<file path="config.mk">
export PLATFORM = sky130hd
export DESIGN_NAME = line_segment_clipper
export DESIGN_NICKNAME = d
export VERILOG_FILES = /design/src/design/lsc_pkg.sv /design/src/design/lsc_divider.sv /design/src/design/lsc_datapath.sv /design/src/design/lsc_controller.sv /design/src/design/line_segment_clipper.sv
export SDC_FILE = /design/constraint.sdc
export NUM_CORES = 2
export LEC_CHECK = 0
export ABC_AREA = 1
export BUFFER_PORTS_ARGS = -buffer_cell sky130_fd_sc_hd__buf_2
export CAP_MARGIN = 10
export CELL_PAD_IN_SITES_DETAIL_PLACEMENT = 0
export CELL_PAD_IN_SITES_GLOBAL_PLACEMENT = 1
export CORE_ASPECT_RATIO = 0.7
export CORE_MARGIN = 5
export CORE_UTILIZATION = 43
export DETAILED_ROUTE_END_ITERATION = 10
export MAX_ROUTING_LAYER = met4
export PLACE_DENSITY = 0.87
export SYNTH_ARGS = -nofsm -noshare
export SYNTH_HDL_FRONTEND = slang
export SYNTH_HIERARCHICAL = 1
export SYNTH_SLANG_ARGS = --single-unit
</file>
<file path="constraint.sdc">
create_clock -name i_clk -period 5.8 [get_ports i_clk]
set_input_delay 0.58 -clock i_clk [delete_from_list [all_inputs] [get_ports i_clk]]
set_output_delay 0.58 -clock i_clk [all_outputs]
set_load 0.05 [all_outputs]
</file>
<file path="src/design/lsc_pkg.sv">
// Shared types and constants for the line segment clipper.
// Used by the controller, the datapath and the top level.
package lsc_pkg;

    localparam int COORD_WIDTH_DEF = 16;

    // Outcode bits.
    localparam logic [3:0] CODE_LEFT   = 4'd1;
    localparam logic [3:0] CODE_RIGHT  = 4'd2;
    localparam logic [3:0] CODE_BOTTOM = 4'd4;
    localparam logic [3:0] CODE_TOP    = 4'd8;

    // Register indexes.
    localparam logic [1:0] REG_LEFT   = 2'd0;
    localparam logic [1:0] REG_RIGHT  = 2'd1;
    localparam logic [1:0] REG_BOTTOM = 2'd2;
    localparam logic [1:0] REG_TOP    = 2'd3;

    localparam int MAX_PASSES = 4;

    // Controller to datapath commands.
    typedef struct packed {
        logic load;      // capture the input endpoints and their codes
        logic setup;     // form the operands of one pass
        logic mul;       // latch the product
        logic div_start; // launch the divider
        logic commit;    // write the moved endpoint back
    } t_cmd;

    // Datapath to controller status.
    typedef struct packed {
        logic all_in;    // both codes zero
        logic shared;    // codes share a bit
        logic div_done;
    } t_status;

endpackage

</file>
<file path="src/design/lsc_divider.sv">
// Serial restoring divider, one quotient bit per cycle, unsigned operands.
// Depends on nothing but its parameters.
module lsc_divider #(
    parameter int NUM_WIDTH = 34,
    parameter int DEN_WIDTH = 17
) (
    input  logic                 i_clk,
    input  logic                 i_rst_n,
    input  logic                 i_start,
    input  logic [NUM_WIDTH-1:0] i_num,
    input  logic [DEN_WIDTH-1:0] i_den,
    output logic                 o_done,
    output logic [NUM_WIDTH-1:0] o_quot
);
    localparam int CW = $clog2(NUM_WIDTH + 1);

    logic [NUM_WIDTH-1:0] r_quot;
    logic [DEN_WIDTH-1:0] r_den;
    logic [DEN_WIDTH:0]   r_rem;
    logic [CW-1:0]        r_cnt;
    logic                 r_busy;
    logic                 r_done;
    logic [DEN_WIDTH:0]   n_shift;

    // Shift in the next numerator bit and try the subtraction.
    assign n_shift = {r_rem[DEN_WIDTH-1:0], r_quot[NUM_WIDTH-1]};

    always_ff @(posedge i_clk) begin
        if (!i_rst_n) begin
            r_busy <= 1'b0;
            r_done <= 1'b0;
            r_cnt  <= '0;
        end else begin
            r_done <= 1'b0;
            if (i_start) begin
                r_busy <= 1'b1;
                r_cnt  <= CW'(NUM_WIDTH);
                r_quot <= i_num;
                r_den  <= i_den;
                r_rem  <= '0;
            end else if (r_busy) begin
                if (n_shift >= {1'b0, r_den}) begin
                    r_rem  <= n_shift - {1'b0, r_den};
                    r_quot <= {r_quot[NUM_WIDTH-2:0], 1'b1};
                end else begin
                    r_rem  <= n_shift;
                    r_quot <= {r_quot[NUM_WIDTH-2:0], 1'b0};
                end
                r_cnt <= r_cnt - 1'b1;
                if (r_cnt == CW'(1)) begin
                    r_busy <= 1'b0;
                    r_done <= 1'b1;
                end
            end
        end
    end

    assign o_done = r_done;
    assign o_quot = r_quot;
endmodule

</file>
<file path="src/design/lsc_datapath.sv">
// Datapath: window registers, endpoints, outcodes, multiplier and divider.
// Depends on lsc_pkg and lsc_divider.
module lsc_datapath #(
    parameter int COORD_WIDTH = lsc_pkg::COORD_WIDTH_DEF
) (
    input  logic                   i_clk,
    input  logic                   i_rst_n,
    input  logic                   i_cfg_we,
    input  logic [1:0]             i_cfg_idx,
    input  logic [COORD_WIDTH-1:0] i_cfg_data,
    input  logic [4*COORD_WIDTH-1:0] i_pts,
    input  lsc_pkg::t_cmd          i_cmd,
    output lsc_pkg::t_status       o_status,
    output logic [4*COORD_WIDTH-1:0] o_pts
);
    import lsc_pkg::*;

    localparam int W  = COORD_WIDTH;
    localparam int DW = W + 1;       // differences
    localparam int PW = 2 * DW;      // product

    logic signed [W-1:0] r_wl, r_wr, r_wb, r_wt;
    logic signed [W-1:0] r_xa, r_ya, r_xb, r_yb;
    logic [3:0]          r_ca, r_cb;

    logic signed [W-1:0] r_edge, r_p0;
    logic [DW-1:0]       r_mdp, r_mnum, r_mden;
    logic                r_neg, r_sel_b, r_vert, r_dz;
    logic [PW-1:0]       r_prod;
    logic [PW-1:0]       w_quot;
    logic                w_done;

    function automatic logic [3:0] outcode(
        input logic signed [W-1:0] x, input logic signed [W-1:0] y,
        input logic signed [W-1:0] wl, input logic signed [W-1:0] wr,
        input logic signed [W-1:0] wb, input logic signed [W-1:0] wt);
        logic [3:0] c;
        c = '0;
        if (x < wl) c = c | CODE_LEFT;
        if (x > wr) c = c | CODE_RIGHT;
        if (y < wb) c = c | CODE_BOTTOM;
        if (y > wt) c = c | CODE_TOP;
        return c;
    endfunction

    function automatic logic [DW-1:0] mag(input logic signed [DW-1:0] v);
        return v[DW-1] ? DW'(-v) : DW'(v);
    endfunction

    // Pass operands from the current endpoints and codes.
    logic [3:0]           w_code;
    logic                 w_vert;
    logic signed [W-1:0]  w_edge, w_p0, w_p1, w_q0, w_q1;
    logic signed [DW-1:0] w_dp, w_num, w_den;
    always_comb begin
        w_code = (r_ca != 4'd0) ? r_ca : r_cb;
        w_vert = 1'b1;
        w_edge = r_wt;
        if ((w_code & CODE_LEFT) != 4'd0)        w_edge = r_wl;
        else if ((w_code & CODE_RIGHT) != 4'd0)  w_edge = r_wr;
        else if ((w_code & CODE_BOTTOM) != 4'd0) begin
            w_edge = r_wb; w_vert = 1'b0;
        end else w_vert = 1'b0;
        // Vertical edge: interpolate y over x; horizontal: x over y.
        w_p0 = w_vert ? r_ya : r_xa;
        w_p1 = w_vert ? r_yb : r_xb;
        w_q0 = w_vert ? r_xa : r_ya;
        w_q1 = w_vert ? r_xb : r_yb;
        w_dp  = DW'(w_p1) - DW'(w_p0);
        w_num = DW'(w_edge) - DW'(w_q0);
        w_den = DW'(w_q1) - DW'(w_q0);
    end

    lsc_divider #(.NUM_WIDTH(PW), .DEN_WIDTH(DW)) u_div (
        .i_clk  (i_clk),
        .i_rst_n(i_rst_n),
        .i_start(i_cmd.div_start),
        .i_num  (r_prod),
        .i_den  (r_mden),
        .o_done (w_done),
        .o_quot (w_quot)
    );

    // New point from the quotient.
    logic signed [W-1:0] w_other, w_nx, w_ny;
    always_comb begin
        if (r_dz) w_other = r_p0;
        else if (r_neg) w_other = r_p0 - W'(w_quot);
        else w_other = r_p0 + W'(w_quot);
        w_nx = r_vert ? r_edge : w_other;
        w_ny = r_vert ? w_other : r_edge;
    end

    // Window registers.
    always_ff @(posedge i_clk) begin
        if (!i_rst_n) begin
            r_wl <= W'(100); r_wr <= W'(300);
            r_wb <= W'(100); r_wt <= W'(200);
        end else if (i_cfg_we) begin
            unique case (i_cfg_idx)
                REG_LEFT:   r_wl <= i_cfg_data;
                REG_RIGHT:  r_wr <= i_cfg_data;
                REG_BOTTOM: r_wb <= i_cfg_data;
                REG_TOP:    r_wt <= i_cfg_data;
                default: ;
            endcase
        end
    end

    // Endpoint and pass registers.
    always_ff @(posedge i_clk) begin
        if (i_cmd.load) begin
            r_xa <= i_pts[W-1:0];     r_ya <= i_pts[2*W-1:W];
            r_xb <= i_pts[3*W-1:2*W]; r_yb <= i_pts[4*W-1:3*W];
            r_ca <= outcode(i_pts[W-1:0], i_pts[2*W-1:W], r_wl, r_wr, r_wb, r_wt);
            r_cb <= outcode(i_pts[3*W-1:2*W], i_pts[4*W-1:3*W],
                            r_wl, r_wr, r_wb, r_wt);
        end
        if (i_cmd.setup) begin
            r_edge  <= w_edge;
            r_p0    <= w_p0;
            r_vert  <= w_vert;
            r_sel_b <= (r_ca == 4'd0);
            r_mdp   <= mag(w_dp);
            r_mnum  <= mag(w_num);
            r_mden  <= mag(w_den);
            r_dz    <= (w_den == '0);
            r_neg   <= (w_dp[DW-1] ^ w_num[DW-1]) ^ w_den[DW-1];
        end
        if (i_cmd.mul) r_prod <= r_mdp * r_mnum;
        if (i_cmd.commit) begin
            if (!r_sel_b) begin
                r_xa <= w_nx; r_ya <= w_ny;
                r_ca <= outcode(w_nx, w_ny, r_wl, r_wr, r_wb, r_wt);
            end else begin
                r_xb <= w_nx; r_yb <= w_ny;
                r_cb <= outcode(w_nx, w_ny, r_wl, r_wr, r_wb, r_wt);
            end
        end
    end

    assign o_status.all_in   = ((r_ca | r_cb) == 4'd0);
    assign o_status.shared   = ((r_ca & r_cb) != 4'd0);
    assign o_status.div_done = w_done;
    assign o_pts = {r_yb, r_xb, r_ya, r_xa};
endmodule

</file>
<file path="src/design/lsc_controller.sv">
// Controller: sequences load, clip passes and the result handoff.
// Depends on lsc_pkg.
module lsc_controller (
    input  logic             i_clk,
    input  logic             i_rst_n,
    input  logic             i_in_valid,
    output logic             o_in_ready,
    output logic             o_out_valid,
    input  logic             i_out_ready,
    output logic             o_accepted,
    output logic             o_capture,
    input  lsc_pkg::t_status i_status,
    output lsc_pkg::t_cmd    o_cmd
);
    import lsc_pkg::*;

    typedef enum logic [2:0] {
        S_IDLE, S_CHECK, S_MUL, S_DIV, S_WAIT, S_COMMIT
    } t_state;

    t_state     r_state;
    logic [2:0] r_pass;
    logic       r_out_valid, r_accepted;
    logic       w_take, w_finish, w_acc;

    assign o_in_ready = (r_state == S_IDLE) && !r_out_valid;
    assign w_take     = i_in_valid && o_in_ready;
    // A finished word waits in the output register; the next item waits for it.
    assign w_finish = (r_state == S_CHECK) &&
                      (i_status.all_in || i_status.shared || r_pass >= 3'(MAX_PASSES));
    assign w_acc    = i_status.all_in;

    always_comb begin
        o_cmd = '0;
        o_cmd.load      = w_take;
        o_cmd.setup     = (r_state == S_CHECK) && !w_finish;
        o_cmd.mul       = (r_state == S_MUL);
        o_cmd.div_start = (r_state == S_DIV);
        o_cmd.commit    = (r_state == S_COMMIT);
    end

    always_ff @(posedge i_clk) begin
        if (!i_rst_n) begin
            r_state     <= S_IDLE;
            r_pass      <= '0;
            r_out_valid <= 1'b0;
            r_accepted  <= 1'b0;
        end else begin
            if (r_out_valid && i_out_ready) r_out_valid <= 1'b0;
            unique case (r_state)
                S_IDLE: if (w_take) begin
                    r_pass  <= '0;
                    r_state <= S_CHECK;
                end
                S_CHECK: if (w_finish) begin
                    r_out_valid <= 1'b1;
                    r_accepted  <= w_acc;
                    r_state     <= S_IDLE;
                end else r_state <= S_MUL;
                S_MUL:    r_state <= S_DIV;
                S_DIV:    r_state <= S_WAIT;
                S_WAIT:   if (i_status.div_done) r_state <= S_COMMIT;
                S_COMMIT: begin
                    r_pass  <= r_pass + 3'd1;
                    r_state <= S_CHECK;
                end
                default:  r_state <= S_IDLE;
            endcase
        end
    end

    assign o_out_valid = r_out_valid;
    assign o_accepted  = r_accepted;
    assign o_capture   = w_finish;
endmodule

</file>
<file path="src/design/line_segment_clipper.sv">
// Cohen-Sutherland line segment clipper, top level.
// Depends on lsc_pkg, lsc_controller and lsc_datapath.
//
// Usage:
//   s_axis carries one segment per word; m_axis returns one result word per
//   segment. The cfg channel writes the four window registers (index 0 left,
//   1 right, 2 bottom, 3 top); write only while no segment is in flight.
//   Each clip pass runs the serial divider, which produces one quotient bit
//   per cycle; a segment takes zero to four passes.
//   One segment is worked on at a time; a new one is taken once the previous
//   result has left the output register.
//   Reset (synchronous, active low) restores the window to left 100,
//   right 300, bottom 100, top 200 and drops any segment in flight.
//   When the receiver stalls, the result holds in the output register and
//   s_axis_tready stays low.
module line_segment_clipper #(
    parameter int COORD_WIDTH = lsc_pkg::COORD_WIDTH_DEF
) (
    input  logic                     i_clk,
    input  logic                     i_rst_n,
    input  logic                     cfg_valid,
    output logic                     cfg_ready,
    input  logic [1:0]               cfg_index,
    input  logic [COORD_WIDTH-1:0]   cfg_data,
    input  logic                     s_axis_tvalid,
    output logic                     s_axis_tready,
    // start_x, start_y, end_x, end_y from the lowest bit up
    input  logic [((4*COORD_WIDTH+7)/8)*8-1:0] s_axis_tdata,
    output logic                     m_axis_tvalid,
    input  logic                     m_axis_tready,
    // clip_start_x, clip_start_y, clip_end_x, clip_end_y from the lowest bit up
    output logic [((4*COORD_WIDTH+7)/8)*8-1:0] m_axis_tdata,
    // accepted
    output logic                     m_axis_tuser
);
    import lsc_pkg::*;

    localparam int PTS = 4 * COORD_WIDTH;
    localparam int TDW = ((PTS + 7) / 8) * 8;

    t_cmd     w_cmd;
    t_status  w_status;
    logic     w_capture;
    logic [PTS-1:0] w_pts;
    logic [PTS-1:0] r_out_pts;

    assign cfg_ready = 1'b1;

    lsc_controller u_ctrl (
        .i_clk      (i_clk),
        .i_rst_n    (i_rst_n),
        .i_in_valid (s_axis_tvalid),
        .o_in_ready (s_axis_tready),
        .o_out_valid(m_axis_tvalid),
        .i_out_ready(m_axis_tready),
        .o_accepted (m_axis_tuser),
        .o_capture  (w_capture),
        .i_status   (w_status),
        .o_cmd      (w_cmd)
    );

    lsc_datapath #(.COORD_WIDTH(COORD_WIDTH)) u_dp (
        .i_clk     (i_clk),
        .i_rst_n   (i_rst_n),
        .i_cfg_we  (cfg_valid),
        .i_cfg_idx (cfg_index),
        .i_cfg_data(cfg_data),
        .i_pts     (s_axis_tdata[PTS-1:0]),
        .i_cmd     (w_cmd),
        .o_status  (w_status),
        .o_pts     (w_pts)
    );

    // Output register for the result endpoints.
    always_ff @(posedge i_clk) begin
        if (w_capture) r_out_pts <= w_pts;
    end

    assign m_axis_tdata = TDW'(r_out_pts);
endmodule

</file>
---- Yosys cells after proc, flatten, opt, wreduce, memory -nomap -nowiden ----
Index checks and enable logic that the tools add are counted.
cells by class
  add/sub/neg operators ................... 11
  multiply operators ...................... 1
  order comparisons ....................... 14
  eq/ne operators ......................... 11
  muxes and demuxes ....................... 67
  bitwise gates (word level) .............. 6
  reduce and logical (&&, ||, !) cells .... 29
operators with widths
  operator                                              number
  two-way mux 16 bit                                    26
  greater-than comparator 16 bit                        6
  less-than comparator 16 bit                           6
  two-way mux 34 bit                                    2
  negation 17 bit                                       3
  subtractor 16 x 16 -> 17 bit                          3
  two-way mux 4 bit                                     9
  multiplier 17 x 17 -> 34 bit                          1
  two-way mux 17 bit                                    2
  two-way mux 3 bit                                     7
  greater-or-equal comparator 18 x 17 -> 1 bit          1
  case mux 3 bit (6 select lines)                       1
  AND reduction 2 bit                                   9
  logical NOT 17 bit                                    1
  subtractor 17 bit                                     1
  adder 16 bit                                          1
  subtractor 16 bit                                     1
  two-way mux 1 bit                                     13
  two-way mux 6 bit                                     2
  logical NOT 4 bit                                     2
  two-way mux 2 bit                                     4
  nonzero test 4 bit                                    2
  equality test 3 x 2 -> 1 bit (second input constant)  2
  equality test 3 bit (second input constant)           2
  21 further kinds                                      32
word-level totals
  bits in registers ....................... 405
  output and inout port bits .............. 68
  logic and storage cells ................. 174

---- Depth between registers and ports, before layout ----
  depth in word-level cells ............... 11
  mapped depth ............................ 33
  mapped depth without buffers ............ 33

---- Hierarchy ----
Netlist, hierarchy kept.
by module, submodules not included
  module                instances  cells an instance  area each (µm²)  seq. area each (µm²)
  lsc_datapath          1          4040               29851.1          6356.1
  lsc_divider           1          515                4252.8           2202.1
  line_segment_clipper  1          66                 1933.1           1921.8
  lsc_controller        1          61                 400.4            160.2

---- Least setup slack after synthesis ----
No wires, ideal clock.
  path kind ............................... register to register
  start point ............................. register u_dp.r_mdp[7]
  end point ............................... register u_dp.r_prod[26], data pin
  setup time .............................. 0.259 ns
  arrival time ............................ 5.459 ns
  required time ........................... 5.541 ns
  setup slack ............................. 0.082 ns
  cell stages (with the launch flop) ...... 24
  period minus slack after synthesis ...... 5.718 ns
  cells stage by stage .................... edfxtp_1 clkbuf_1 clkbuf_1 nand2_1 fa_1 inv_1 fa_1 inv_1 fa_1 inv_1 fa_1 fa_1 inv_1 fa_1 inv_1 ha_1 a21oi_1 inv_1 a31oi_1 o21ai_0 a21oi_1 inv_1 a21oi_1 xnor2_1
on the way
  longest elaborated chain between the ends .. 1
ends and longest elaborated chain
  element                       RTL line             text
  start: declaration            lsc_datapath.sv:27   logic [DW-1:0] r_mdp, r_mnum, r_mden;
  start signal: assignment      lsc_datapath.sv:124  r_mdp <= mag(w_dp);
  multiplier 17 x 17 -> 34 bit  lsc_datapath.sv:130  if (i_cmd.mul) r_prod <= r_mdp * r_mnum;
  end signal: assignment        lsc_datapath.sv:130
  end: declaration              lsc_datapath.sv:29   logic [PW-1:0] r_prod;
Every way passes these cells.
A chain may end at the register's enable or synchronous reset.

---- Final worst setup path ----
  start point ............................. register u_dp.r_mnum[13]
  end point ............................... register u_dp.r_prod[29], data pin
on the way
  longest elaborated chain between the ends .. 1
ends and longest elaborated chain
  element                       RTL line             text
  start: declaration            lsc_datapath.sv:27
  start signal: assignment      lsc_datapath.sv:125  r_mnum <= mag(w_num);
  multiplier 17 x 17 -> 34 bit  lsc_datapath.sv:130
Every way passes these cells.

==> flow_summary.yaml <==
yosys:
  synth-async-reset-ratio_pct: 0
  ys_warn_count: 6
  syn_area_per_cell_um2: 7.782
  syn_inst: 4682
  synth_edf_count: 253
  yosys.cell_types.count: 62
  yosys_most_used_dff: "edfxtp_1"
  syn_area_um2: 36440
  syn_nets: 5380
  ys_ff_latch: 405
  ys_seq_area_share_pct: 29.20
drt:
  drtIter0Drc: 3973
  avgRoutedWirePerCell_um: 20.83
  ant_nets: 0
  drc_errors: 0
  drtPass1Iterations: 6
  dr_total_vias: 32120
  viasPerCell: 5.328
  routed_wl_um: 125600
placement:
  hpwl_um: 102600
  gp_congestion: 1.026
  dpl_worst_slack_ns: 0.05407
  portBuffers: 153
timing:
  hold_viol_final: 0
  slew_headroom_pct: 12.96
  layout_setup_ws_ns: 0.1309
  setup_viol: 0
  fmax_ghz: 0.1764
  max_slew.worst_pin.slew_ns: 1.292
  rsz0062_at_grt: "true"
  report.final.slew_viol_count: 0
  finalCritPeriodShare_pct: 97.74
  fin_skew_ns: 0.03570
  final.min_clock_period_ns: 5.669
floorplanning:
  die-width_um: 357.9
  io_pins: 155
  die_area_um2: 90750
  die_h_um: 253.6
  fp-row-count: 89
  initial_utilization_pct: 43.28
  core_area_um2: 84190
finish:
  layout_commonest_cell: "nand2_1"
  syn_to_final_growth_pct: 11.68
  layout_common_cells: "nand2_1 (1,170), inv_1 (872), ha_1 (377), o21ai_0 (299), a21oi_1 (279)"
  drive_above_1_share_pct: 9.820
  nNetsFinal: 5552
  nFillCells: 8294
critical_path:
  required_ns: 6.14
  endpoint_kind: "register"
  critPathMaxFanout: 9
  crit_arrival_ns: 6.01
  path_class: "register to register"
  start_kind: "register"
flow_run:
  cap_violations: 0
global_route:
  grt_pass1_vias: 29350
  overflow: 0
  grt_pass1_wl_um: 186500
  antenna_found_initial: 4
  grt_use_total_pct: 28.10
  grt_max_degree: 72
clock_network:
  clk_pin_slew_worst_paths_ns: 0.07
  cts.path.max_buffers: 3
  postCtsHoldBufs: 0
  cts.sinks: 405
  tritoncts: "built"
  cts_max_level: 2
  clock-root-buffer: "clkbuf_16"
  insertion_delay_ns: 0.61
  numCtsBuffers: 43
hold_path:
  min_path_type: "input port to register"
status:
  outcome: "complete, no violations"
==> area by class of cell <==
class | instances | area [µm²] | area share (%)
sequential | 405 | 10640 | 26.15
inverter | 893 | 3352 | 8.237
timing repair buffer | 286 | 1813 | 4.455
clock inverter | 22 | 270.3 | 0.6641
multi-input combinational | 3225 | 21950 | 53.95
tap | 1137 | 1423 | 3.496
antenna | 3 | 7.507 | 0.01845
clock buffer | 57 | 1232 | 3.029
==> path summary, 6_finish.rpt <==
path	from	to	slack (ns)	cells after the start
setup / recovery	u_dp/r_mnum[13]	u_dp/r_prod[29]	0.13	20
hold / removal	s_axis_tdata[61]	u_dp/r_yb[13]	0.26	3
setup reg to reg	u_dp/r_mnum[13]	u_dp/r_prod[29]	0.13	20
hold reg to reg	u_dp/r_mden[1]	u_dp/u_div/r_den[1]	0.40	0
==> stage by stage <==
stage	cell area (µm²)	setup TNS, ns	std cells	utilization, %	hold slack, ns
after floorplan	36440	0	4682	-	0.4003
after global placement	38840	0	5922	46.14	0.4035
after detailed placement	38840	0	5922	46.14	0.4045
after CTS	40350	0	6001	47.93	0.2321
after global routing	40690	-0.2260	6027	48.33	0.2641
final	40690	0	6028	48.34	0.2583
==> kinds of logic (layout without fill, tap and decap cells) <==
family / after synthesis / after routing / share of synthesized area, %
AO/OA/AOI/OAI: 773 / 773 / 11.71
XOR/XNOR: 108 / 108 / 2.833
adder cells (fa/ha/maj): 611 / 611 / 25.70
buffers and inverters: 1052 / 1258 / 11.02
flip-flops: 405 / 405 / 29.20
multiplexers: 3 / 3 / 0.08242
other: 1 / 4 / 0.01029
AND/OR/NAND/NOR: 1729 / 1729 / 19.45
==> state kept, by name (all words and copies together), names as in the netlist, 17 cells and up <==
name	cells
m_axis_tdata	64
u_dp/r_prod	34
u_dp/u_div/o_quot	34
u_dp/r_mden	17
u_dp/r_mdp	17
u_dp/r_mnum	17
u_dp/u_div/r_den	17
u_dp/u_div/r_rem	17
==> layer usage <==
metal  vias up  part of all wire, %  track usage [%]
met5         -                    0                -
met4         0                  1.7            4.670
met3       142                   14            10.44
met2      1518                   38            35.67
met1     15190                   47            42.48
li1      15270                    -                -
==> cell usage after synthesis, drive strengths merged (2+ instances only) <==
cell type | number | area [µm²]
buf | 26 | 162.6
o221ai | 3 | 26.28
edfxtp | 253 | 7597
and2 | 2 | 12.51
a31oi | 16 | 100.1
nand3b | 15 | 112.6
nor3 | 37 | 195.2
xnor2 | 31 | 286.5
nand2 | 1197 | 4571
a211o | 2 | 17.52
o22ai | 10 | 62.56
dfxtp | 152 | 3043
inv | 887 | 3329
a22oi | 4 | 30.03
nor2 | 261 | 1015
nor3b | 4 | 30.03
ha | 382 | 4780
xor2 | 77 | 745.7
nand3 | 177 | 910.9
or2 | 3 | 18.77
nand4 | 29 | 181.4
o211ai | 41 | 307.8
o21a | 7 | 52.55
a21oi | 299 | 1534
clkinv | 6 | 22.52
fa | 229 | 4584
a211oi | 12 | 90.09
clkbuf | 133 | 500.5
a21o | 18 | 135.1
nor4 | 3 | 33.78
o31ai | 6 | 45.04
mux2i | 3 | 30.03
o21bai | 14 | 108.9
o221a | 2 | 22.52
o21ai | 336 | 1708
==> repair_timing <==
action / in CTS / in global routing
gates resized for setup: 0 / 43
buffers inserted: 0 / 24
setup endpoints to repair: 0 / 19
==> worst max-delay path: stages, from the launching register on <==
cell,delay [ns]
edfxtp_1,0.59
buf_4,0.26
nand2_1,0.08
fa_1,0.48
inv_1,0.05
fa_1,0.56
fa_1,0.43
fa_1,0.46
fa_1,0.49
inv_1,0.05
fa_1,0.55
inv_1,0.07
ha_2,0.40
nand2_1,0.13
nor2_1,0.16
inv_1,0.06
o21ai_1,0.23
a21oi_1,0.07
nand2_1,0.12
a21oi_2,0.07
xnor2_1,0.13
Power is not shown: default switching activity piles up to over one toggle a cycle in this logic, so the estimate is an artifact.
